File: src/sv/cpfv_pkg.sv
// Package with the types, constants and helper functions of the CPF check-digit validator.
package cpfv_pkg;

	localparam logic [7:0] ASCII_ZERO = 8'd48;
	localparam logic [7:0] ASCII_NINE = 8'd57;
	localparam logic [7:0] DOT_CODE   = 8'd46;
	localparam logic [7:0] DASH_CODE  = 8'd45;
	localparam logic [3:0] MOD_BASE   = 4'd11;
	localparam logic [3:0] LAST_POS   = 4'd13;
	localparam logic [3:0] POS_MAX    = 4'd15;
	localparam logic [7:0] RECIP_11   = 8'd187;

	typedef enum logic [2:0] {
		KIND_DIGIT,
		KIND_DOT,
		KIND_DASH,
		KIND_CHECK1,
		KIND_CHECK2,
		KIND_NONE
	} kind_t;

	typedef struct packed {
		logic [3:0] position;
		logic [3:0] first_mod;
		logic [3:0] second_mod;
		logic       format_bad;
		logic       check_bad;
	} state_t;

	typedef struct packed {
		logic valid_res;
		logic length_error;
		logic format_error;
		logic check_error;
	} result_t;

	function automatic kind_t pos_kind(input logic [3:0] pos);
		kind_t k;
		unique case (pos)
			4'd3, 4'd7: k = KIND_DOT;
			4'd11:      k = KIND_DASH;
			4'd12:      k = KIND_CHECK1;
			4'd13:      k = KIND_CHECK2;
			4'd14, 4'd15: k = KIND_NONE;
			default:    k = KIND_DIGIT;
		endcase
		return k;
	endfunction

	function automatic logic [3:0] weight_one(input logic [3:0] pos);
		logic [3:0] w;
		unique case (pos)
			4'd0:    w = 4'd10;
			4'd1:    w = 4'd9;
			4'd2:    w = 4'd8;
			4'd4:    w = 4'd7;
			4'd5:    w = 4'd6;
			4'd6:    w = 4'd5;
			4'd8:    w = 4'd4;
			4'd9:    w = 4'd3;
			4'd10:   w = 4'd2;
			default: w = 4'd0;
		endcase
		return w;
	endfunction

	function automatic logic [3:0] weight_two(input logic [3:0] pos);
		logic [3:0] w;
		unique case (pos)
			4'd0:    w = 4'd11;
			4'd1:    w = 4'd10;
			4'd2:    w = 4'd9;
			4'd4:    w = 4'd8;
			4'd5:    w = 4'd7;
			4'd6:    w = 4'd6;
			4'd8:    w = 4'd5;
			4'd9:    w = 4'd4;
			4'd10:   w = 4'd3;
			4'd12:   w = 4'd2;
			default: w = 4'd0;
		endcase
		return w;
	endfunction

	// Remainder by 11 of a value below 110, through a reciprocal multiply.
	function automatic logic [3:0] mod11_small(input logic [6:0] t);
		logic [14:0] prod;
		logic [3:0]  q;
		logic [6:0]  qm;
		logic [6:0]  rem;
		prod = 15'(t) * 15'(RECIP_11);
		q    = prod[14:11];
		qm   = 7'(q) * 7'(MOD_BASE);
		rem  = t - qm;
		return rem[3:0];
	endfunction

	// Weighted term of one digit, reduced modulo 11.
	function automatic logic [3:0] term_mod(input logic [3:0] d, input logic [3:0] w);
		logic [7:0] p;
		p = 8'(d) * 8'(w);
		return mod11_small(p[6:0]);
	endfunction

	function automatic logic [3:0] add_mod(input logic [3:0] a, input logic [3:0] b);
		logic [4:0] s;
		s = 5'(a) + 5'(b);
		if (s >= 5'(MOD_BASE)) begin
			s = s - 5'(MOD_BASE);
		end
		return s[3:0];
	endfunction

	// Check digit for a sum given modulo 11; a remainder of zero or one gives zero.
	function automatic logic [3:0] expected_digit(input logic [3:0] sum_mod);
		logic [3:0] e;
		if (sum_mod <= 4'd1) begin
			e = 4'd0;
		end else begin
			e = MOD_BASE - sum_mod;
		end
		return e;
	endfunction

endpackage

File: src/sv/cpf_check_digit_validator_top.sv
// Top level of the streaming CPF check-digit validator.
//
//   channel | direction | handshake             | payload
//   input   | in        | in_valid / in_stall   | char_code, last
//   output  | out       | out_valid / out_stall | valid_res, length_error,
//           |           |                       | format_error, check_error
//
// One character is taken per cycle while the input is not stalled; the result of a
// final character is shown through the input register and the result register.
// Reset clears the valid flags of the input and result registers and the running state.
// A stall on the output holds the result; the input stalls only while a final
// character waits in the input register behind a result that is still held.
module cpf_check_digit_validator_top (
	input  logic       clk,
	input  logic       arst_n,
	input  logic       in_valid,
	output logic       in_stall,
	input  logic [7:0] char_code,
	input  logic       last,
	output logic       out_valid,
	input  logic       out_stall,
	output logic       valid_res,
	output logic       length_error,
	output logic       format_error,
	output logic       check_error
);

	logic              valid_s1;
	logic [7:0]        char_code_s1;
	logic              last_s1;
	logic              advance;
	cpfv_pkg::state_t  state_q;
	cpfv_pkg::state_t  state_next;
	cpfv_pkg::result_t result;

	assign in_stall = valid_s1 && last_s1 && out_valid && out_stall;
	assign advance  = valid_s1 && !in_stall;

	always_ff @(posedge clk or negedge arst_n) begin
		if (!arst_n) begin
			valid_s1 <= 1'b0;
		end else if (!in_stall) begin
			valid_s1 <= in_valid;
		end
	end

	always_ff @(posedge clk) begin
		if (in_valid && !in_stall) begin
			char_code_s1 <= char_code;
			last_s1      <= last;
		end
	end

	cpfv_step u_step (
		.state_q    (state_q),
		.char_code  (char_code_s1),
		.last       (last_s1),
		.state_next (state_next),
		.result     (result)
	);

	always_ff @(posedge clk or negedge arst_n) begin
		if (!arst_n) begin
			state_q <= '0;
		end else if (advance) begin
			state_q <= state_next;
		end
	end

	always_ff @(posedge clk or negedge arst_n) begin
		if (!arst_n) begin
			out_valid <= 1'b0;
		end else if (advance && last_s1) begin
			out_valid <= 1'b1;
		end else if (!out_stall) begin
			out_valid <= 1'b0;
		end
	end

	always_ff @(posedge clk) begin
		if (advance && last_s1) begin
			valid_res    <= result.valid_res;
			length_error <= result.length_error;
			format_error <= result.format_error;
			check_error  <= result.check_error;
		end
	end

endmodule

File: src/sv/cpfv_step.sv
// Per-character update of the validator state and the result for a final character.
module cpfv_step (
	input  cpfv_pkg::state_t  state_q,
	input  logic [7:0]        char_code,
	input  logic              last,
	output cpfv_pkg::state_t  state_next,
	output cpfv_pkg::result_t result
);

	logic              is_digit;
	logic [7:0]        digit_full;
	logic [3:0]        digit;
	logic [3:0]        term1;
	logic [3:0]        term2;
	cpfv_pkg::kind_t   kind;
	cpfv_pkg::state_t  upd;

	assign is_digit   = (char_code >= cpfv_pkg::ASCII_ZERO) &&
		(char_code <= cpfv_pkg::ASCII_NINE);
	assign digit_full = char_code - cpfv_pkg::ASCII_ZERO;
	assign digit      = is_digit ? digit_full[3:0] : 4'd0;
	assign kind       = cpfv_pkg::pos_kind(state_q.position);
	assign term1      = cpfv_pkg::term_mod(digit, cpfv_pkg::weight_one(state_q.position));
	assign term2      = cpfv_pkg::term_mod(digit, cpfv_pkg::weight_two(state_q.position));

	always_comb begin
		upd = state_q;
		unique case (kind)
			cpfv_pkg::KIND_DIGIT: begin
				if (!is_digit) begin
					upd.format_bad = 1'b1;
				end
				upd.first_mod  = cpfv_pkg::add_mod(state_q.first_mod, term1);
				upd.second_mod = cpfv_pkg::add_mod(state_q.second_mod, term2);
			end
			cpfv_pkg::KIND_DOT: begin
				if (char_code != cpfv_pkg::DOT_CODE) begin
					upd.format_bad = 1'b1;
				end
			end
			cpfv_pkg::KIND_DASH: begin
				if (char_code != cpfv_pkg::DASH_CODE) begin
					upd.format_bad = 1'b1;
				end
			end
			cpfv_pkg::KIND_CHECK1: begin
				if (!is_digit) begin
					upd.format_bad = 1'b1;
					upd.check_bad  = 1'b1;
				end else if (digit != cpfv_pkg::expected_digit(state_q.first_mod)) begin
					upd.check_bad = 1'b1;
				end
				upd.second_mod = cpfv_pkg::add_mod(state_q.second_mod, term2);
			end
			cpfv_pkg::KIND_CHECK2: begin
				if (!is_digit) begin
					upd.format_bad = 1'b1;
					upd.check_bad  = 1'b1;
				end else if (digit != cpfv_pkg::expected_digit(state_q.second_mod)) begin
					upd.check_bad = 1'b1;
				end
			end
			cpfv_pkg::KIND_NONE: begin
			end
			default: begin
			end
		endcase
		if (state_q.position != cpfv_pkg::POS_MAX) begin
			upd.position = state_q.position + 4'd1;
		end
	end

	always_comb begin
		result.length_error = (state_q.position != cpfv_pkg::LAST_POS);
		result.check_error  = upd.check_bad || (state_q.position < cpfv_pkg::LAST_POS);
		result.format_error = upd.format_bad;
		result.valid_res    = !(result.length_error || result.check_error ||
			result.format_error);
	end

	always_comb begin
		if (last) begin
			state_next = '0;
		end else begin
			state_next = upd;
		end
	end

endmodule

File: config.mk
export PLATFORM = sky130hd
export DESIGN_NAME = cpf_check_digit_validator_top
export DESIGN_NICKNAME = d
export VERILOG_FILES = /design/src/sv/cpfv_pkg.sv /design/src/sv/cpf_check_digit_validator_top.sv /design/src/sv/cpfv_step.sv
export SDC_FILE = /design/constraint.sdc
export NUM_CORES = 1
export LEC_CHECK = 0
export BUFFER_PORTS_ARGS = -buffer_cell sky130_fd_sc_hd__buf_2
export CORE_ASPECT_RATIO = 0.5
export CORE_UTILIZATION = 35
export DETAILED_ROUTE_END_ITERATION = 6
export GPL_ROUTABILITY_DRIVEN = 0
export RECOVER_POWER = 25
export SYNTH_ARGS = -nofsm -noshare
export SYNTH_HDL_FRONTEND = slang
export SYNTH_SLANG_ARGS = --single-unit
File: constraint.sdc
create_clock -name clk -period 11.31 [get_ports clk]
set_clock_uncertainty 0.2 [all_clocks]
set_input_delay 1.6965 -clock clk [delete_from_list [all_inputs] [get_ports clk]]
set_output_delay 1.6965 -clock clk [all_outputs]
set_load 0.02 [all_outputs]
; ---- Word level (Yosys, flattened, before mapping)
; Memories as Yosys holds them, arrays and structs flattened.
; Cells that the tools add are included.
[classes]
n_addsub = 10
mul = 6
order_cmp = 7
n_eq_ne = 18
muxes = 25
reduce_logical = 23
[ops]
columns = op, n
row1 = 4-bit two-way mux, 12
row2 = 7-bit by 8-bit multiplier with 15-bit output (second input constant), 2
row3 = 4-bit == test (second input constant), 5
row4 = 8-bit by 6-bit != test with 1-bit output (second input constant), 2
row5 = 3-bit one-hot mux with 5 select lines, 1
row6 = 4-bit by 4-bit multiplier with 7-bit output, 2
row7 = 14-bit two-way mux, 1
row8 = 4-bit by 4-bit adder with 5-bit output, 2
row9 = 5-bit by 4-bit >= comparator with 1-bit output (second input constant), 2
row10 = 1-bit two-way mux, 9
row11 = 8-bit by 6-bit >= comparator with 1-bit output (second input constant), 1
row12 = 4-bit by 1-bit <= comparator with 1-bit output (second input constant), 2
row13 = 8-bit by 6-bit <= comparator with 1-bit output (second input constant), 1
row14 = 4-bit by 4-bit multiplier with 4-bit output (second input constant), 2
row15 = 4-bit != test, 2
row16 = 4-bit != test (second input constant), 2
row17 = 4-bit subtractor, 2
row18 = 4-bit subtractor (first input constant), 2
row19 = 4-bit subtractor (second input constant), 2
row20 = 1-bit logical AND, 7
row21 = 3-bit by 2-bit == test with 1-bit output (second input constant), 2
row22 = 2-bit AND reduction, 3
row23 = 2-bit nonzero test, 3
row24 = 2-bit OR reduction, 3
row25 = 14 further kinds, 17
[word_totals]
regBits = 29
rom_bits = 128
input_bits = 13
out_inout_bits = 6
wordCells = 104
n_memories = 2
[memory_table]
columns = name, words, word_bits, read_ports, rd_ports_with_merged_regs, write_ports, line_no
row1 = (no name shown), 16, 4, 1, 0, 0, cpfv_pkg.sv:69  ; unique case (pos)
row2 = (no name shown), 16, 4, 1, 0, 0, cpfv_pkg.sv:52  ; unique case (pos)

; ---- Longest topological paths before layout
[depth]
word_depth = 13
mapped_depth = 47
depth_no_buf = 47

; ---- Modules after synthesis
; A second synthesis with hierarchy kept.
[hier_totals]
hier_cells = 652
hier_area_um2 = 5856.9
[modules_own_cells]
columns = module, n_inst, cells_per_inst, area_each_um2, seq_area_each_um2
row1 = cpfv_step, 1, 547, 4550.6, 0.0
row2 = cpf_check_digit_validator_top, 1, 105, 1306.3, 790.8

; ---- Least setup slack after synthesis
; OpenSTA, ideal clock, no wires.
[synth_timing]
kind = register -> register
start = reg, netlist name state_q[10]
end = reg, netlist name state_q[8]
setup_ns = 0.122
arrival_ns = 9.977
t_required_ns = 10.988
path_slack_ns = 1.011
path_stages_with_launch = 46
path_buffers = 0
period_less_slack_ns = 10.299
cell_sequence = dfrtp_1 inv_1 ha_1 nor2b_1 a21oi_1 nor2_1 a31oi_1 nor2_1 fa_1 fa_1 inv_1 fa_1 inv_1 a21o_1 a21oi_1 xnor2_1 xnor2_2 xor2_1 [... 10 more ...] a21oi_1 xnor2_1 ha_1 inv_1 fa_1 inv_1 ha_1 a21o_1 a21oi_1 xnor2_1 xnor3_1 xnor2_1 ha_1 xor2_1 o21ai_1 nand2b_1 xnor2_1 o21ai_1
[synth_between]
elab_chain_cells = 10
word_cells_on_any_way = 24
cone_classes = add/sub: 3 / mul: 3 / order compare: 1 / eq/ne: 7 / mux: 4 / reduce/logical: 5 / memory: 1
[synth_lines]
columns = item, line_no
row1 = memory read 16 x 4 bit, -
row2 = 4-bit by 4-bit multiplier with 7-bit output, cpfv_pkg.sv:101  ; p = 8'(d) * 8'(w);
row3 = 7-bit by 8-bit multiplier with 15-bit output, cpfv_pkg.sv:91  ; prod = 15'(t) * 15'(RECIP_11);
row4 = 4-bit by 4-bit multiplier with 4-bit output, cpfv_pkg.sv:93  ; qm = 7'(q) * 7'(MOD_BASE);
row5 = 4-bit subtractor, cpfv_pkg.sv:94  ; rem = t - qm;
row6 = 4-bit by 4-bit adder with 5-bit output, cpfv_pkg.sv:107  ; s = 5'(a) + 5'(b);
row7 = 4-bit subtractor or 5-bit by 4-bit >= comparator with 1-bit output (tied branches), "cpfv_pkg.sv:109, cpfv_pkg.sv:108"
row8 = 4-bit two-way mux, cpfv_pkg.sv:108  ; if (s >= 5'(MOD_BASE)) begin
row9 = 4-bit two-way mux, cpfv_step.sv:28  ; unique case (kind)
row10 = 14-bit two-way mux, cpfv_step.sv:82  ; if (last) begin
; Several ways; a longest one is shown, not always the timed one. The select of a mux whose other input is x is not followed.
; A chain may end at the register's enable or synchronous reset.

; ---- Worst setup path after layout
[layout_timing]
start = reg, netlist name state_q[11]
end = reg, netlist name state_q[8]
[layout_between]
elab_chain_cells = 10
word_cells_on_any_way = 24
cone_classes = add/sub: 3 / mul: 3 / order compare: 1 / eq/ne: 7 / mux: 4 / reduce/logical: 5 / memory: 1
[layout_lines]
columns = item, line_no
row1 = memory read 16 x 4 bit, -
row2 = 4-bit by 4-bit multiplier with 7-bit output, cpfv_pkg.sv:101
row3 = 7-bit by 8-bit multiplier with 15-bit output, cpfv_pkg.sv:91
row4 = 4-bit by 4-bit multiplier with 4-bit output, cpfv_pkg.sv:93
row5 = 4-bit subtractor, cpfv_pkg.sv:94
row6 = 4-bit by 4-bit adder with 5-bit output, cpfv_pkg.sv:107
row7 = 4-bit subtractor or 5-bit by 4-bit >= comparator with 1-bit output (tied branches), "cpfv_pkg.sv:109, cpfv_pkg.sv:108"
row8 = 4-bit two-way mux, cpfv_pkg.sv:108
row9 = 4-bit two-way mux, cpfv_step.sv:28
row10 = 14-bit two-way mux, cpfv_step.sv:82
; Several ways; a longest one is shown, not always the timed one. The select of a mux whose other input is x is not followed.

==> impl_metrics.yaml <==
status:
  status: "completed"
final_layout:
  layout-drive-gt1-share_pct: 8.43
  nFillCells: 1537
  fin_util_pct: 39.0
  final_cells: 821
  layout.nets: 788
  area.growth.synth_to_final_pct: 8.97
  diodes: 0
  mostFrequentLayoutCell: "ha_1"
  mostFrequentLayoutCells: "ha_1 (119), inv_1 (67), nor2_1 (58), fa_1 (40), nand2_1 (38)"
logic_synthesis:
  async_reset_ff_share_pct: 55.2
  ys_types: 66
  synth_area_leaders: "ha_1 (27%), fa_1 (14%), dfrtp_1 (7.2%)"
  synth_edf_count: 13
  postSynthCellCount: 597
  ys_seq_area_share_pct: 14.3
  synth_flop_cell: "dfrtp_1"
  netlist_area_sq_um: 5520
  synth_top_area_share_pct: 27.0
  syn_area_per_cell_sq_um: 9.25
  ys_ff_latch: 29
  yosysWarnings: 0
  synth_nets: 769
  yosysTopAreaCell: "ha_1"
timing:
  finalCritPeriodShare_pct: 93.8
  slew_violations: 0
  timing.fmax_mhz: 94.3
  tns_ns: 0
  finalHoldViolCount: 0
  min_period_ns: 10.61
  hold_ws_ns: 0.341
  relSlewSlack_pct: 31.0
  finalSetupViolations: 0
  tightestPinTransition_ns: 1.04
critical_path:
  cp_slowest_stage_delay_ns: 0.55
  worstSetupPathType: "reg -> reg"
  path_max_fanout: 7
  crit_required_ns: 11.27
  crit_path_end_kind: "flip-flop"
  cp.arrival_ns: 10.57
  cp_slowest_cell: "fa_1"
  crit_path_start_kind: "flip-flop"
  crit_top_cell: "ha_1"
global_routing:
  grt.overflow.total: 0
  grt_use_total_pct: 14.2
  antenna_found_initial: 0
  grt_max_degree: 17
  grt_pass1_wl_microns: 19200
  grt_pass1_vias: 4225
routing:
  drt_iter0_drc: 136
  wl_microns: 10700
  via_per_inst: 4.98
  vias: 4089
  wl_per_cell_microns: 13.0
  drc: 0
  ant_nets: 0
  drt-pass1-iter-count: 4
pwr:
  peakVddDrop_mv: 0.0884
  p_leak_nw: 3.32
  power-per-cell-area_nw_per_um2: 96.8
  finalPower_mw: 0.583
floorplanning:
  dieArea_sq_um: 16300
  ios: 19
  coreArea_sq_um: 15400
  start_util_pct: 35.8
  fp-row-count: 32
  dieWidth_microns: 180
  fp.dieH_microns: 90.8
clocking:
  clockBufferDepth: 2
  numCtsBuffers: 5
  holdBufCountCts: 0
  cts_sinks: 29
  cts.clk_slew.worst_paths_ns: 0.05
  cts_max_level: 2
  cts_setup_buffers: 0
  cts_tree: "done"
  cts-root-buf: "clkbuf_16"
  clkLatencyLatePin_ns: 0.27
placed_design:
  post-place-cells: 813
  dp_hpwl_microns: 9020
  io_buffers: 18
worst_hold_path:
  hp-class: "reg -> reg"
flow_run:
  cap_violations: 0
-- final timing paths --
check	slack, ns	cells past startpoint	endpoint	startpoint
hold / removal	0.34	1	state_q[1]	state_q[1]
min in group asynchronous	1.38	1	out_valid	arst_n
max in group asynchronous	8.83	1	state_q[10]	arst_n
setup reg to reg	0.70	45	state_q[8]	state_q[11]
setup / recovery	0.70	45	state_q[8]	state_q[11]
hold reg to reg	0.34	1	state_q[1]	state_q[1]
-- worst max-delay path: cells and delay by family (launching register included) --
family	cells	cell delay, ns
buffers and inverters	6	0.46
AND/OR/NAND/NOR	7	0.79
AO/OA/AOI/OAI	9	1.66
flip-flops	1	0.44
adder cells (fa/ha/maj)	13	4.91
XOR/XNOR	10	2.03
-- kinds of logic after synthesis --
| family | count (synthesis) | synth area share (%) |
|---|---|---|
| compound gates | 115 | 14.2 |
| xor+xnor | 49 | 8.77 |
| fa+ha+maj | 159 | 41.5 |
| buf+inv | 78 | 5.60 |
| flops | 29 | 14.3 |
| mux | 10 | 1.84 |
| simple gates | 157 | 13.9 |
-- Yosys cell counts, types with 4 or more instances --
master	number
a21oi_1	27
nor2b_1	10
mux2i_1	9
buf_2	4
edfxtp_1	13
and3_1	5
nor2_1	58
o21bai_1	4
or3_1	4
o21ai_0	18
nand4_1	5
and2_1	5
fa_1	40
inv_1	67
nand2b_1	4
xnor2_1	33
ha_1	119
a21o_1	21
nand2_1	38
o21ai_1	10
dfrtp_1	16
nand3_1	9
a31oi_1	7
xor2_1	11
-- through the flow --
step	setup WS, ns	instance area [sq um]
floorplan	1.01	5520
finish	0.701	6020
detailed placement	0.318	5840
global placement	0.587	5840
CTS	0.271	5980
global route	-0.00184	6020
-- final cells by class --
type	instances	area, sq um	share of cell area [%]
clock buffer	7	133	2.20
clock inverter	1	5.00	0.0832
inverter	69	259	4.30
multi-input combinational	490	4460	74.2
sequential	29	792	13.2
tap	204	255	4.24
timing repair buffer	21	111	1.85
-- routing by layer --
metal	vias up	track usage (%)	part of all wire [%]
met2	49	23.8	44
li1	2117	-	-
met4	0	1.94	0.60
met3	6	1.57	2.5
met1	1917	20.0	53
met5	-	0	0
-- what timing repair did --
action                                  CTS  global route
endpoints found under the setup margin    0             6
resized for setup                         0             7
endpoints found under the hold margin     0             0
-- flip-flops by register name, summed over array words and instances, names as in the netlist --
signal	count
char_code_s1	8
check_error	1
format_error	1
last_s1	1
length_error	1
out_valid	1
state_q	14
valid_res	1
valid_s1	1
-- power by group --
group          total, mW  internal [mW]  switching (mW)
clock              0.126         0.0811          0.0448
sequential         0.160          0.128          0.0319
combinational      0.297          0.132           0.165
Note: power is estimated with default switching activity, not from simulation.
